### src/rtl/tpm_pkg.sv
`timescale 1ns / 1ps
// ----------------------------------------------------------------------------
// tpm_pkg: shared types and constants of the line/column pattern matcher
// Payload structs, the cell link and control structs, the sequencer states
// and a saturating-increment helper, used by the cell chain and the top level.
// ----------------------------------------------------------------------------
package tpm_pkg;

  localparam int MAX_PATTERN = 64;
  localparam int SYM_W       = 21;
  localparam int CNT_W       = 32;
  localparam int CFG_W       = 7;
  localparam int PIDX_W      = 6;
  localparam int IDX_W       = (MAX_PATTERN > 1) ? $clog2(MAX_PATTERN) : 1;
  localparam int LEN_W       = $clog2(MAX_PATTERN + 1);

  localparam logic [SYM_W-1:0] NEWLINE_CP = SYM_W'(10);
  localparam logic [CNT_W-1:0] CNT_MAX    = '1;
  localparam logic [CNT_W-1:0] CNT_ONE    = CNT_W'(1);

  // command codes of an input transaction
  localparam logic CMD_LOAD = 1'b0;
  localparam logic CMD_TEXT = 1'b1;

  typedef struct packed {
    logic              cmd;
    logic [SYM_W-1:0]  symbol;
    logic [PIDX_W-1:0] pattern_index;
    logic              first_in_file;
  } tpm_in_t;

  typedef struct packed {
    logic [CNT_W-1:0] match_line;
    logic [CNT_W-1:0] match_column;
    logic [CNT_W-1:0] hits_so_far;
    logic [CNT_W-1:0] files_hit;
  } tpm_out_t;

  typedef struct packed {
    logic [CNT_W-1:0] line;
    logic [CNT_W-1:0] column;
  } tpm_pos_t;

  // what one cell hands to its neighbour
  typedef struct packed {
    logic [SYM_W-1:0] symbol;
    tpm_pos_t         pos;
    logic             valid;
    logic [SYM_W-1:0] pattern;
    logic             mask;
    logic             marker;
  } tpm_link_t;

  // control broadcast to every cell
  typedef struct packed {
    logic             text_shift;
    logic             first;
    logic             pat_shift;
    logic             pat_clear;
    logic [SYM_W-1:0] pat_wdata;
  } tpm_cell_ctrl_t;

  typedef enum logic [1:0] {
    ST_IDLE,
    ST_CLEAR,
    ST_LOAD
  } tpm_state_e;

  function automatic logic [CNT_W-1:0] sat_inc(input logic [CNT_W-1:0] v);
    sat_inc = (v == CNT_MAX) ? v : v + CNT_ONE;
  endfunction

endpackage

### src/rtl/tpm_cell.sv
`timescale 1ns / 1ps
// ----------------------------------------------------------------------------
// tpm_cell: one position of the text window and of the aligned pattern
// Holds a text symbol with its start position and the pattern symbol it
// is compared against; both shift towards the next cell.
// ----------------------------------------------------------------------------
module tpm_cell (
  input  logic                   clk_i,
  input  logic                   rst_ni,
  input  tpm_pkg::tpm_cell_ctrl_t ctrl_i,
  input  logic                   pat_wr_i,
  input  tpm_pkg::tpm_link_t     prev_i,
  output tpm_pkg::tpm_link_t     next_o,
  output logic                   ok_o
);

  logic [tpm_pkg::SYM_W-1:0] win_q;
  logic [tpm_pkg::SYM_W-1:0] pat_q;
  tpm_pkg::tpm_pos_t         pos_q;
  logic                      valid_q;
  logic                      mask_q;
  logic                      marker_q;

  // control bits
  always_ff @(posedge clk_i or negedge rst_ni) begin
    if (!rst_ni) begin
      valid_q  <= 1'b0;
      mask_q   <= 1'b0;
      marker_q <= 1'b0;
    end else begin
      if (ctrl_i.text_shift) begin
        valid_q <= prev_i.valid;
      end
      if (ctrl_i.pat_clear) begin
        mask_q   <= 1'b0;
        marker_q <= 1'b0;
      end else if (ctrl_i.pat_shift) begin
        mask_q   <= prev_i.mask;
        marker_q <= prev_i.marker;
      end
    end
  end

  // payload
  always_ff @(posedge clk_i) begin
    if (ctrl_i.text_shift) begin
      win_q <= prev_i.symbol;
      pos_q <= prev_i.pos;
    end
    if (ctrl_i.pat_shift) begin
      pat_q <= prev_i.pattern;
    end else if (pat_wr_i) begin
      pat_q <= ctrl_i.pat_wdata;
    end
  end

  // a new file drops everything older than the incoming symbol
  always_comb begin
    next_o.symbol  = win_q;
    next_o.pos     = pos_q;
    next_o.valid   = valid_q & ~(ctrl_i.text_shift & ctrl_i.first);
    next_o.pattern = pat_q;
    next_o.mask    = mask_q;
    next_o.marker  = marker_q;
  end

  assign ok_o = ~mask_q | (valid_q & (win_q == pat_q));

endmodule

### config.mk
export PLATFORM = sky130hd
export DESIGN_NAME = tpm_cell
export DESIGN_NICKNAME = d
export VERILOG_FILES = /design/src/rtl/tpm_pkg.sv /design/src/rtl/tpm_cell.sv
export SDC_FILE = /design/constraint.sdc
export NUM_CORES = 1
export LEC_CHECK = 0
export BUFFER_PORTS_ARGS = -buffer_cell sky130_fd_sc_hd__buf_4
export CAP_MARGIN = 15
export CORE_MARGIN = 8
export CORE_UTILIZATION = 45
export DETAILED_ROUTE_END_ITERATION = 6
export PLACE_DENSITY = 0.84
export SLEW_MARGIN = 20
export SYNTH_ARGS = -nofsm -noshare
export SYNTH_HDL_FRONTEND = slang
export SYNTH_SLANG_ARGS = --single-unit
### constraint.sdc
create_clock -name clk_i -period 2.6 [get_ports clk_i]
set_input_delay 0.13 -clock clk_i [delete_from_list [all_inputs] [get_ports clk_i]]
set_output_delay 0.13 -clock clk_i [all_outputs]
set_load 0.1 [all_outputs]
==> run_results.csv <==
group,metric,value,unit
run_status,status,"complete, no violations",
final_layout,synthToLayoutAreaGrowth,79.47,%
setup_path,crit_family,"simple AND/OR/NAND/NOR gates",
sta,setup_viol,0,
clock_network,h-tree-depth,3,
final_layout,diodes,0,
final_layout,fin_area,6835,um^2
placement,placed_area,5781,um^2
global_route,grt_usage,0.2374,
clock_network,path_clk_slew,100,ps
power_and_ir_drop,p_per_area,707.5,nW/um^2
global_route,met3_usage,0.08923,
setup_path,path_class,"register to primary output",
clock_network,postCtsSetupBuffers,0,
power_and_ir_drop,p_leak,2.931,nW
floorplanning,die-height,108,um
final_layout,drive_gt1_frac,0.5532,
synthesis,synth.area.top_cells,"edfxtp_1 84%, mux2_2 6.5%, xor2_1 4.6%",
setup_path,critPathBufInv,1,
job,cap_violations,0,
power_and_ir_drop,p_sw,0.001936,W
synthesis,synth_seq_cells,109,
route,drc,0,
sta,finClkSkew,0,ps
placement,place_hpwl,9.067,mm
clock_network,cts_tree,"built",
clock_network,cts_sinks,109,
synthesis,seq_area_frac_synth,0.8555,
power_and_ir_drop,comb_power_share,0.358,
route,viasPerCell,4.741,
sta,tightest_slew,601.1,ps
setup_path,crit_fanout,2,
global_route,grt_pass1_vias,3476,
placement,place_congestion,0.7628,
setup_path,critPathCaptureType,"primary output",
power_and_ir_drop,power,0.004836,W
clock_network,clkLatencyLatePin,360,ps
setup_path,critPathLaunchType,"register",
setup_path,worstPathCellList,"xor2_1 -> nor4_1 -> nand4_1 -> o21ai_2 -> buf_4",
floorplanning,rows,33,
power_and_ir_drop,p_int,0.002900,W
synthesis,ys_warn_count,0,
placement,place.port_buffers,246,
floorplanning,io_pins,247,
setup_path,slowest_delay,430,ps
global_route,grt-ovfl-total,0,
route,ant_nets,0,
global_route,grt_util_met2,0.4294,
synthesis,syn_inst,171,
sta,max_freq,467.2,MHz
setup_path,crit_slowest_cell,"edfxtp_1",
sta,finalCriticalPeriod,2141,ps
sta,finalSetupTns,0,ps
global_route,grt_pass1_wl,20.29,mm
power_and_ir_drop,power_switching_share,0.4004,
clock_network,clock_path_buffers,2,
global_route,grt_antenna_before_repair,0,
setup_path,arrival,2010,ps
synthesis,synth_top_area_cell,"edfxtp_1",
clock_network,cts-root-buf,"clkbuf_8",
synthesis,yosysTopAreaCellShare,0.8357,
route,vias,2949,
synthesis,syn_avg_cell_area,22.27,um^2
synthesis,syn-cell-area,3809,um^2
route,first_iter_violations,121,
power_and_ir_drop,pwr-share-clk,0.192,
clock_network,numCtsBuffers,9,
synthesis,syn_nets,308,
global_route,use_met1,0.2297,
global_route,grt_max_degree,46,
floorplanning,core,8217,um^2
route,wl_per_cell,22.41,um
power_and_ir_drop,p_seq_frac,0.450,
sta,fin_crit_sh,0.8233,
route,drtPass1Iterations,4,
route,routed_wl,13.94,mm
final_layout,nNetsFinal,649,
global_route,grt-busiest-layer,"met2",
sta,hold_violations,0,
sta,rsz0062_at_grt,"false",
sta,max_slew_margin,0.5993,
synthesis,ys_types,15,
floorplanning,initial_core_util,0.4635,
floorplanning,die_w,108,um
worst_hold_path,hold_class,"primary input to register",
sta,final_max_slew_viol_count,0,
power_and_ir_drop,ir_drop,474.5,uV
floorplanning,dieArea,11660,um^2
setup_path,required,2470,ps
[worst paths after layout]
check                                    start                    to  slack (ps)  depth (start not counted)
setup / recovery           win_q[18]$_DFFE_PP_                  ok_o         460                          5
hold / removal                       prev_i[0]  marker_q$_DFFE_PN0P_          40                          3
setup reg to reg           valid_q$_DFFE_PN0P_   valid_q$_DFFE_PN0P_        1820                          1
hold reg to reg            valid_q$_DFFE_PN0P_   valid_q$_DFFE_PN0P_         560                          1
max in group asynchronous               rst_ni   valid_q$_DFFE_PN0P_        2420                          2
min in group asynchronous               rst_ni  marker_q$_DFFE_PN0P_          80                          2
[power groups by stage]
stage	clock network (W)	logic (W)	registers, W
finish	0.000927	0.00173	0.00218
global route	0.00101	0.00177	0.00219
CTS	0.000941	0.00173	0.00217
detailed placement	0	0.00162	0.00220
global placement	0	0.00160	0.00219
floorplan	0	0.000119	0.00324
[layer usage]
metal  vias up  part of all wire
li1       1342                 -
met1      1395              0.32
met2       177              0.54
met3        35              0.10
met4         0             0.035
met5         -                 0
[per-stage QoR]
step | cells | setup WS (ps) | utilization | hold WS, ps
after floorplan | 171 | 117.8 | - | -165.6
after global placement | 518 | 893.3 | 0.7035 | -80.11
after detailed placement | 518 | 847.5 | 0.7035 | -78.15
after CTS | 622 | 450.8 | 0.8319 | 23.18
after global routing | 622 | 321.5 | 0.8319 | 46.28
final | 622 | 459.5 | 0.8319 | 37.33
[sequential cells by signal, indices dropped and copies added (netlist names)]
signal and flops:
mask_q 1, valid_q 1, next_o 64, marker_q 1, pat_q 21, win_q 21
[layout by cell type (no fill, tap or decap)]
master	n
buf_4	246
edfxtp_1	106
dlygate4sd3_1	88
mux2_2	22
xor2_1	20
clkbuf_8	9
nor4_1	5
dfrtp_1	3
mux2i_1	2
nor2_1	2
clkinv_2	2
nand4_1	1
xnor2_1	1
nand3_1	1
o21ai_2	1
or2_2	1
a21boi_1	1
clkinv_4	1
clkinv_1	1
inv_8	1
clkinvlp_4	1
inv_6	1
buf_12	1
[what timing repair did]
action,CTS,global route
hold endpoints to repair,91,0
hold buffers,88,0
gates resized for setup,0,0
[cell families after synthesis]
group / synth area share
multiplexers: 0.07030
AO/OA/AOI/OAI: 0.003285
flip-flops: 0.8555
XOR/XNOR: 0.04829
AND/OR/NAND/NOR: 0.01478
buffers and inverters: 0.007882
[synth_stat cells (all sizes together)]
cell    count
nand4       1
buf         5
xnor2       1
dfrtp       3
nand3       1
o21ai       1
or2         1
nor2        2
a21boi      1
mux2       22
mux2i       2
nor4        5
xor2       20
edfxtp    106
[layout make-up]
type                    count  area [um^2]
flip-flops and latches    109         3258
repair buffers            335         2748
fillers                   377         1381
multi-input cells          57        524.3
well taps                 105        131.4
clock buffers               9        123.9
clock inverters             7        50.05
No activity file was read; power rests on OpenSTA's default activity.
