$ cat config.mk
export PLATFORM = sky130hd
export DESIGN_NAME = tpm_ram
export DESIGN_NICKNAME = d
export VERILOG_FILES = /design/src/rtl/tpm_ram.sv
export SDC_FILE = /design/constraint.sdc
export NUM_CORES = 1
export LEC_CHECK = 0
export BUFFER_PORTS_ARGS = -buffer_cell sky130_fd_sc_hd__buf_2
export CAP_MARGIN = 20
export CORE_MARGIN = 2
export CORE_UTILIZATION = 50
export DETAILED_ROUTE_END_ITERATION = 16
export PLACE_DENSITY = 0.76
export SLEW_MARGIN = 25
export SYNTH_ARGS = -nofsm -noshare
export SYNTH_HDL_FRONTEND = slang
export SYNTH_SLANG_ARGS = --single-unit
$ cat constraint.sdc
create_clock -name clk_i -period 2.15 [get_ports clk_i]
set_input_delay 0.3225 -clock clk_i [delete_from_list [all_inputs] [get_ports clk_i]]
set_output_delay 0.3225 -clock clk_i [all_outputs]
set_load 0.005 [all_outputs]
$ cat src/rtl/tpm_ram.sv
`timescale 1ns / 1ps
// ----------------------------------------------------------------------------
// tpm_ram: generic single-port-write, single-port-read RAM
// One write and one registered read per cycle.
// ----------------------------------------------------------------------------
module tpm_ram #(
  parameter int WIDTH = 8,
  parameter int DEPTH = 16
) (
  input  logic                                      clk_i,
  input  logic                                      we_i,
  input  logic [((DEPTH > 1) ? $clog2(DEPTH) : 1)-1:0] waddr_i,
  input  logic [WIDTH-1:0]                          wdata_i,
  input  logic [((DEPTH > 1) ? $clog2(DEPTH) : 1)-1:0] raddr_i,
  output logic [WIDTH-1:0]                          rdata_o
);

  logic [WIDTH-1:0] mem_q [DEPTH];
  logic [WIDTH-1:0] rdata_q;

  always_ff @(posedge clk_i) begin
    if (we_i) begin
      mem_q[waddr_i] <= wdata_i;
    end
    rdata_q <= mem_q[raddr_i];
  end

  assign rdata_o = rdata_q;

endmodule

==> metrics.txt, run 1 <==
Longest Clk Path Bufs 2; classification of the worst-slack hold path primary input to register; switching power summed over all nets 1.240 mW; last weighted congestion value of the routability-driven placer 0.7242; met2 global-route usage 0.2889; most frequent cell after synthesis edfxtp_1; cell-internal power 4.852 mW; grt met1 use 0.2726; die area 11,120 um^2; TritonRoute pass-1 iters 5; met3 GRT Util 0.04267; Final Skew 0.005065 ns; total global-route track usage 0.1892; total power per unit cell area 996.1 nW/um^2; CTS Sinks 136; Post-CTS Repair Setup Buffers 0; wire length of the first global-routing pass 14.96 mm; Worst Path Class, Setup register to register; final setup vio count 0; reg2reg setup slack 0.76 ns; HPWL after detailed placement 6.044 mm; Std-Cell Rows 37; slew at the pin closest to its max-slew limit 0.6751 ns; Maximum Capacitance Violations 0; post-route non-filler standard cell count 431; number of fillers in the final layout 681; part of the Yosys area used for sequential elements 0.7778; ratio of final minimum period to clock period 0.6446; fraction of layout cells with a size suffix above 1 0.3220; area fraction of the dominant cell type after synthesis 0.7467; critical path, cell by cell mux4_1 -> a22oi_1 -> nand2_1; Slew Viols, Final 0; startpoint kind of the worst setup timing path register; vias per std cell 5.856; post-CTS clock slew at the launch and capture registers of the worst setup and hold paths 0.06 ns; pin count of the biggest net entering global routing 33; number of nets with antenna violations after detailed routing 0; clock network fraction of design power 0.466; Worst setup EP type register; maximum resistive drop on vdd 0.6195 mV; clock latency of the later-clocked register in the worst-skew pair 0.51 ns; quantity of hold-fixing buffers added after cts 0; number of distinct standard cells referenced by the synthesized netlist 19; Worst EP arrival 1.77 ns; Die Wd 105.5 um; Area Overhead vs Synth 18.81%; Final Hold Slack 0.1952 ns; cell taking the most area after synthesis edfxtp_1; Routed Wire Length 9.831 mm; Resize count post-CTS 0; Antenna Cells 0; Synth async-reset ratio 0; largest incremental delay on the critical path 0.50 ns; Floorplan Core Area 10,140 um^2; Fin Setup TNS 0 ns; DRC violation count after routing 0; final critical delay including setup and external delays 1.386 ns; via count of the first global-routing pass 2,491; initial core utilization 0.5077; H-Tree Level Count 4; cell count after synthesis 229; Max Clock Freq 721.5 MHz; Max Fanout on Critical Path 1; Slew HR 0.5483; io pins 26; total via count in the routed design 2,524; busiest layer in global routing met2; WP data required 2.54 ns; number of clock buffers inserted by TritonCTS 17; Avg Inst Size Synth 22.48 um^2; Logic pwr share 0.045; cell chosen for the clock root clkbuf_8; initial antenna violation count 0; count of nets after finishing 300; total of flip-flops plus latches after synthesis 136; top cells by area in the synthesized netlist edfxtp_1 (75%), mux4_2 (7.9%), mux4_1 (7.1%); Port-buffer cells 25; total instance count after detailed placement 399; Synth Net Count 247; switching power as a share of total power 0.2035; run status completed; commonest cells in the synthesized netlist edfxtp_1 (128), mux4_2 (18), a22oi_1 (16); clock tree from TritonCTS done; critical path's slowest cell mux4_1; total global routing overflow 0; die height 105.5 um; unrepaired setup endpoints after global routing no; EDFF count, synth 128; drt first-iter violations 210; count of endpoints failing hold in the final timing report 0; post-synth design cell area 5147 um^2; Main synth FF type edfxtp_1; leakage power 2.093 nW; synthesis warning total 0; part of the power in registers 0.489; routed length per instance 22.81 um
## metrics by stage
step,cell area (um^2),util,power (mW),setup slack [ns]
2_1_floorplan,5147,-,3.184,0.3346
3_3_place_gp,5524,0.5449,3.296,0.3610
3_5_place_dp,5524,0.5449,3.309,0.3501
4_1_cts,6116,0.6032,6.122,0.7706
5_1_grt,6116,0.6032,6.269,0.7062
6_report,6116,0.6032,6.092,0.7640
## path summary, 6_finish.rpt
check | startpoint | endpoint | depth (start not counted)
setup / recovery | mem_q[1][3]$_DFFE_PP_ | rdata_o[3]$_DFF_P_ | 3
hold / removal | wdata_i[3] | mem_q[4][3]$_DFFE_PP_ | 1
setup reg to reg | mem_q[1][3]$_DFFE_PP_ | rdata_o[3]$_DFF_P_ | 3
hold reg to reg | mem_q[13][2]$_DFFE_PP_ | rdata_o[2]$_DFF_P_ | 3
## per-layer routing
layer	vias up	wire length (um)	part of all wire
li1	1080	-	-
met1	1294	4023	0.41
met2	134	4857	0.49
met3	16	769	0.078
met4	0	180	0.018
met5	-	0	0
## kinds of logic (layout without fill, tap and decap cells)
| logic type | after synthesis | count (layout) | share of synthesized area |
|---|---|---|---|
| flops | 136 | 136 | 0.7778 |
| simple gates | 35 | 35 | 0.03184 |
| mux | 32 | 32 | 0.1502 |
| compound gates | 16 | 16 | 0.02334 |
| buf+inv | 10 | 76 | 0.01677 |
## registers in the layout (all words and copies together) (netlist names)
register,flops
mem_q,128
rdata_o,8
## final cells by class
cell class | count | area (um^2) | share of cell area
clock buffer | 17 | 414.1 | 0.06772
clock inverter | 15 | 177.7 | 0.02905
multi-input combinational | 83 | 1057 | 0.1729
sequential | 136 | 4004 | 0.6547
tap | 136 | 170.2 | 0.02782
timing repair buffer | 44 | 292.8 | 0.04787
## layout by cell type, fill, tap and decap left out
cell type / count
a22oi_1: 16
and2_1: 1
and2b_1: 1
buf_12: 2
buf_2: 25
buf_4: 17
bufinv_16: 3
clkbuf_16: 16
clkbuf_8: 1
clkinv_2: 4
clkinv_4: 4
clkinvlp_4: 2
dfxtp_1: 8
edfxtp_1: 128
inv_6: 2
mux4_1: 14
mux4_2: 18
nand2_1: 9
nand2b_1: 2
nand3_1: 1
nand3b_1: 2
nor2_1: 13
nor2b_1: 1
nor3_1: 4
or3b_2: 1
## worst max-delay path: cells and delay by family (launching register included)
family | cells | cell delay, ns
and+or+nand+nor | 1 | 0.11
DFF | 1 | 0.37
AOI/OAI and AO/OA | 1 | 0.28
muxes | 1 | 0.50
## power by group through the flow
stage / sequential, mW / clock, mW / combinational [mW]
after floorplan: 3.03 / 0 / 0.150
after global placement: 3.03 / 0 / 0.264
after global routing: 2.99 / 2.99 / 0.295
after detailed placement: 3.04 / 0 / 0.272
final: 2.98 / 2.84 / 0.272
after CTS: 2.98 / 2.86 / 0.275
Note: power is estimated with default switching activity, not from simulation.
==> inputs of run 2 (changes only) <==
--- a/config.mk
+++ b/config.mk
@@ -5,6 +5,7 @@
 export SDC_FILE = /design/constraint.sdc
 export NUM_CORES = 1
 export LEC_CHECK = 0
+export ABC_AREA = 1
 export BUFFER_PORTS_ARGS = -buffer_cell sky130_fd_sc_hd__buf_2
 export CAP_MARGIN = 20
 export CORE_MARGIN = 2
==> constraint.sdc (replaced) <==
create_clock -name clk_i -period 1.3 [get_ports clk_i]
set_input_delay 0.195 -clock clk_i [delete_from_list [all_inputs] [get_ports clk_i]]
set_output_delay 0.195 -clock clk_i [all_outputs]
set_load 0.005 [all_outputs]
==> run 2 against run 1 <==
Compared with the run above:
- clock skew increased by 0.0025 ns
- worst setup slack worse by 0.56 ns
- sequential share of layout area down 5.8 points
- highest routed layer unchanged
- cell area is 9.7% higher
- critical endpoint is now rdata_o[6]
- register-to-register slack got worse by 0.49 ns
- global-route usage rose by 2.8 points
- flip-flop and latch count unchanged
- non-clock buffer count grew 9
- sequential power grew 65%
- total power is 62% higher
==> metrics.txt, run 2 <==
via count of the first global-routing pass 3,800 (+53%); ratio of final minimum period to clock period 0.8411; run status completed; Die Wd 111.4 um (+5.6%); number of distinct standard cells referenced by the synthesized netlist 12 (-7); WP data required 1.11 ns (-1.43 ns); cell chosen for the clock root clkbuf_16; Worst Path Class, Setup register to primary output; drt first-iter violations 355 (+69%); Avg Inst Size Synth 10.47 um^2 (-53%); routed length per instance 16.85 um (-26%); smallest setup slack after layout 0.2066 ns (-0.5575 ns); cell taking the most area after synthesis edfxtp_1; most frequent cell after synthesis nand2_1; initial core utilization 0.5094 (+0.001681); Antenna Cells 0 (unchanged); Area Overhead vs Synth 16.38%; total global-route track usage 0.2174 (+0.02820); Worst EP arrival 0.90 ns (-0.87 ns); unrepaired setup endpoints after global routing no; Floorplan Core Area 11,320 um^2 (+12%); final critical delay including setup and external delays 1.093 ns; critical path, cell by cell buf_2; Resize count post-CTS 0 (unchanged); wire length of the first global-routing pass 20.26 mm (+35%); HPWL after detailed placement 7.952 mm (+32%); cell count after synthesis 551 (+140%); area fraction of the dominant cell type after synthesis 0.6665 (-0.08020); Main synth FF type edfxtp_1; most frequent cells in the layout nand2_1 (173), edfxtp_1 (128), inv_1 (100); commonest cells in the synthesized netlist nand2_1 (173), edfxtp_1 (128), inv_1 (100); Final Skew 0.007575 ns (+0.002510 ns); leakage power 2.949 nW (+41%); H-Tree Level Count 4 (unchanged); Routed Wire Length 12.73 mm (+29%); number of clock buffers inserted by TritonCTS 17 (unchanged); Synth async-reset ratio 0 (unchanged); max FFs per register 128 (unchanged); post-route non-filler standard cell count 755 (+75%); pin count of the biggest net entering global routing 65 (+97%); total global routing overflow 0 (unchanged); most common cell after layout, fill and taps aside nand2_1; Most flops, register mem_q; CTS Sinks 136 (unchanged); top cells by area in the synthesized netlist edfxtp_1 (67%), nand2_1 (11%), nand3_1 (8.4%); Maximum Capacitance Violations 0 (unchanged); die height 111.4 um (+5.6%); total via count in the routed design 3,961 (+57%); crit-path leading delay family flip-flops; EDFF count, synth 128 (unchanged); Std-Cell Rows 39 (+5.4%); count of nets after finishing 617 (+110%); crit path buf inv count 1 (+1); total power per unit cell area 1468 nW/um^2 (+47%); last weighted congestion value of the routability-driven placer 0.8699 (+20%); clock latency of the later-clocked register in the worst-skew pair 0.41 ns (-0.10 ns); vias per std cell 5.246 (-10%); synthesis warning total 0 (unchanged); Slew Viols, Final 0 (unchanged); total instance count after detailed placement 723 (+81%); TritonRoute pass-1 iters 5 (unchanged); number of nets with antenna violations after detailed routing 0 (unchanged); part of the Yosys area used for sequential elements 0.6943 (-0.08354); startpoint kind of the worst setup timing path register; Port-buffer cells 25 (unchanged); Post-CTS Repair Setup Buffers 0 (unchanged); final setup vio count 0 (unchanged); Fin Setup TNS 0 ns (unchanged); Longest Clk Path Bufs 2 (unchanged); Slew HR 0.7394 (+0.1911); total of flip-flops plus latches after synthesis 136 (unchanged); critical path's slowest cell dfxtp_1; classification of the worst-slack hold path primary input to register; quantity of hold-fixing buffers added after cts 0 (unchanged); largest incremental delay on the critical path 0.36 ns (-0.14 ns); Max Clock Freq 914.6 MHz; initial antenna violation count 0 (unchanged); Worst setup EP type primary output; DRC violation count after routing 0 (unchanged); io pins 26 (unchanged); post-CTS clock slew at the launch and capture registers of the worst setup and hold paths 0.05 ns (about the same); fraction of layout cells with a size suffix above 1 0.1389 (-0.1831); number of fillers in the final layout 889 (+31%); count of endpoints failing hold in the final timing report 0 (unchanged); Max Fanout on Critical Path 1 (unchanged); post-synth design cell area 5767 um^2 (+12%); worst slack at placement 0.03361 ns (-0.3165 ns); clock tree from TritonCTS done; die area 12,410 um^2 (+12%); Synth Net Count 569 (+130%); maximum resistive drop on vdd 0.8809 mV (+42%); slew at the pin closest to its max-slew limit 0.3910 ns (-0.2841 ns)
-- run 2: cell count changes in the layout (fill, tap and decap cells not counted), sizes merged, moves of 2 or more --
cell    before  now
a22oi       16    0
buf         44   53
bufinv       3    0
clkbuf      17   24
clkinv       8    6
inv          2  102
mux4        32    0
nand2        9  173
nand2b       2    0
nand3        1   97
nor2        13   17
nor3         4    0
-- run 2: power breakdown --
part	switching, mW	total (mW)	internal (mW)
sequential	0.0293	4.93	4.91
combinational	0.421	0.622	0.201
clock	1.63	4.29	2.66
-- run 2: metrics by stage --
step	cell area, um^2	utilization	hold WS, ns	total power, mW
4_1_cts	6711	0.5928	0.1261	9.884
3_5_place_dp	6165	0.5445	0.5606	5.633
5_1_grt	6711	0.5928	0.1540	10.14
2_1_floorplan	5767	-	0.2939	5.365
6_report	6711	0.5928	0.1500	9.852
3_3_place_gp	6165	0.5445	0.5560	5.614
-- run 2: area by class of cell --
cell class	count	area (um^2)	area share
Tap cell	143	178.9	0.02666
Clock buffer	24	501.7	0.07476
Sequential cell	136	4004	0.5966
Multi-Input combinational cell	289	1214	0.1808
Inverter	102	382.9	0.05705
Clock inverter	8	45.04	0.006711
Timing Repair Buffer	53	385.4	0.05742
-- run 2: logic make-up (layout without fill, tap and decap cells) --
family	Yosys count	in the layout	synth area share
flops	136	136	0.6943
simple gates	289	289	0.2105
buf+inv	126	187	0.09525
-- run 2: worst paths after layout --
| check | cells after the start | slack, ns | start | end |
|---|---|---|---|---|
| worst max-delay path | 1 | 0.21 | rdata_o[6]$_DFF_P_ | rdata_o[6] |
| worst min-delay path | 3 | 0.15 | raddr_i[3] | rdata_o[6]$_DFF_P_ |
| worst max register to register | 6 | 0.27 | mem_q[0][7]$_DFFE_PP_ | rdata_o[7]$_DFF_P_ |
| worst min register to register | 6 | 0.67 | mem_q[7][2]$_DFFE_PP_ | rdata_o[2]$_DFF_P_ |
-- run 2: layer usage --
metal / up-vias / global-route usage / wire (um)
li1: 1873 / - / -
met1: 1890 / 0.2832 / 5375
met2: 175 / 0.3524 / 6233
met3: 23 / 0.04845 / 835
met4: 0 / 0.09959 / 282
met5: - / 0 / 0
==> inputs of run 3 (changes only) <==
--- a/config.mk
+++ b/config.mk
@@ -11,7 +11,7 @@
 export CORE_MARGIN = 2
 export CORE_UTILIZATION = 50
 export DETAILED_ROUTE_END_ITERATION = 16
-export PLACE_DENSITY = 0.76
+export PLACE_DENSITY = 0.79
 export SLEW_MARGIN = 25
 export SYNTH_ARGS = -nofsm -noshare
 export SYNTH_HDL_FRONTEND = slang
==> constraint.sdc (replaced) <==
create_clock -name clk_i -period 0.9 [get_ports clk_i]
set_input_delay 0.135 -clock clk_i [delete_from_list [all_inputs] [get_ports clk_i]]
set_output_delay 0.135 -clock clk_i [all_outputs]
set_load 0.005 [all_outputs]
==> run 3 against run 2 <==
Compared with the run above:
- the flow now finishes with violations (setup timing)
- largest power group is now clock
- hold slack lost 0.0064 ns
- clock power is 67% higher
- global-route usage grew 1.8 points
- largest cell class unchanged
- total power rose by 57%
- final cell count up 0.53%
- register-to-register slack got worse by 0.35 ns
- critical path depth unchanged
==> metrics.txt, run 3 (synthesized netlist as in run 2, its figures left out) <==
routed length per instance 18.94 um (+12%); last weighted congestion value of the routability-driven placer 0.8297 (-4.6%); cell count of the worst hold path 1 (-2); unrepaired setup endpoints after global routing yes; crit path buf inv count 1 (unchanged); most common cell after layout, fill and taps aside nand2_1; die area 12,410 um^2 (unchanged); smallest setup slack after layout -0.08315 ns (-0.2897 ns); count of nets after finishing 621 (+0.65%); post-route cell area 7422 um^2 (+11%); number of clock buffers inserted by TritonCTS 17 (unchanged); WP data required 0.76 ns (-0.35 ns); Post-CTS Repair Setup Buffers 0 (unchanged); clock network fraction of design power 0.462 (+0.026); Area Overhead vs Synth 28.70%; most frequent cells in the layout nand2_1 (154), edfxtp_1 (128), inv_1 (89); Worst EP arrival 0.85 ns (-0.05 ns); number of nets with antenna violations after detailed routing 0 (unchanged); crit-path leading delay family flip-flops; Slew HR 0.7289 (-0.01048); run status finished with violations; Worst Path Class, Setup register to primary output; Maximum Capacitance Violations 0 (unchanged); fraction of layout cells with a size suffix above 1 0.3344 (+0.1955); slew at the pin closest to its max-slew limit 0.4067 ns (+0.01572 ns); count of endpoints failing hold in the final timing report 0 (unchanged); cell-internal power 12.10 mW (+56%); clock tree from TritonCTS done; Levels on crit path 1 (unchanged); post-route non-filler standard cell count 759 (+0.53%); switching power as a share of total power 0.2170 (+0.005760); ratio of final minimum period to clock period 1.092; max FFs per register 128 (unchanged); worst slack at placement -0.3257 ns (-0.3593 ns); total instance count after detailed placement 727 (+0.55%); startpoint kind of the worst setup timing path register; vias per std cell 5.470 (+4.3%); Floorplan Core Area 11,320 um^2 (unchanged); violated checks setup timing; cell chosen for the clock root clkbuf_16; final setup vio count 16 (+16); maximum resistive drop on vdd 1.493 mV (+70%); HPWL after detailed placement 8.593 mm (+8.1%); total global-route track usage 0.2353 (+0.01786); via count of the first global-routing pass 4,157 (+9.4%); Max Clock Freq 1017 MHz; Antenna Cells 0 (unchanged); Logic pwr share 0.076 (+0.013); final core utilization 0.6556 (+0.06278); classification of the worst-slack hold path primary input to register; post-CTS clock slew at the launch and capture registers of the worst setup and hold paths 0.06 ns (about the same); initial core utilization 0.5094 (unchanged); final critical delay including setup and external delays 0.9832 ns; quantity of hold-fixing buffers added after cts 0 (unchanged); Post-Place Cell Area 6407 um^2 (+3.9%); initial antenna violation count 0 (unchanged); reg2reg setup slack -0.08 ns (-0.35 ns); Routed Wire Length 14.37 mm (+13%); Fin Setup TNS -0.8907 ns (-0.8907 ns); CTS Sinks 136 (unchanged); total via count in the routed design 4,152 (+4.8%); largest incremental delay on the critical path 0.32 ns (-0.04 ns); Slew Viols, Final 0 (unchanged); leakage power 3.162 nW (+7.2%); wire length of the first global-routing pass 22.16 mm (+9.4%); Std-Cell Rows 39 (unchanged); H-Tree Level Count 4 (unchanged); total power per unit cell area 2082 nW/um^2 (+42%); switching power summed over all nets 3.354 mW (+61%); Most flops, register mem_q; io pins 26 (unchanged); drt first-iter violations 519 (+46%); pin count of the biggest net entering global routing 33 (-49%); logic depth of the worst register-to-register path 6 (unchanged); critical path's slowest cell dfxtp_2; Final Hold Slack 0.1436 ns (-0.006422 ns); Longest Clk Path Bufs 2 (unchanged); Final Skew 0.005339 ns (-0.002236 ns); Port-buffer cells 25 (unchanged); TritonRoute pass-1 iters 5 (unchanged); critical path, cell by cell buf_6; Worst setup EP type primary output; die height 111.4 um (unchanged); part of the power in registers 0.461 (-0.040); DRC violation count after routing 0 (unchanged); Die Wd 111.4 um (unchanged); overall power consumption 15.45 mW (+57%); total global routing overflow 0 (unchanged); Max Fanout on Critical Path 1 (unchanged); clock latency of the later-clocked register in the worst-skew pair 0.42 ns (about the same)
==> run 3: final timing paths <==
| check | start | endpoint |
|---|---|---|
| worst max-delay path | rdata_o[7]$_DFF_P_ | rdata_o[7] |
| worst min-delay path | wdata_i[5] | mem_q[4][5]$_DFFE_PP_ |
| worst max register to register | mem_q[1][2]$_DFFE_PP_ | rdata_o[2]$_DFF_P_ |
| worst min register to register | mem_q[2][0]$_DFFE_PP_ | rdata_o[0]$_DFF_P_ |
==> run 3: per-layer routing <==
metal	track usage	up-vias	wire [um]	share of wire
met5	0	-	0	0
met4	0.1152	0	447	0.031
met3	0.06097	43	1101	0.077
met2	0.3740	244	7112	0.49
met1	0.3039	1984	5712	0.40
li1	-	1881	-	-
==> run 3: power by group through the flow <==
| stage | Sequential [mW] | Combinational, mW | Clock (mW) |
|---|---|---|---|
| 6_report | 7.13 | 1.18 | 7.15 |
| 5_1_grt | 7.14 | 1.27 | 7.42 |
| 4_1_cts | 7.13 | 1.09 | 7.17 |
| 3_5_place_dp | 7.25 | 0.986 | 0 |
| 3_3_place_gp | 7.25 | 0.953 | 0 |
| 2_1_floorplan | 7.25 | 0.528 | 0 |
==> run 3: final cells by class <==
class,instances,area (um^2)
Fill cell,756,3899
Timing Repair Buffer,57,546.8
Clock inverter,13,178.9
Inverter,102,382.9
Multi-Input combinational cell,289,1697
Clock buffer,19,432.9
Tap cell,143,178.9
Sequential cell,136,4005
==> run 3: what timing repair did <==
item | in CTS | in global routing
resized for setup | 58 | 43
pin swaps | 31 | 28
setup endpoints to repair | 16 | 16
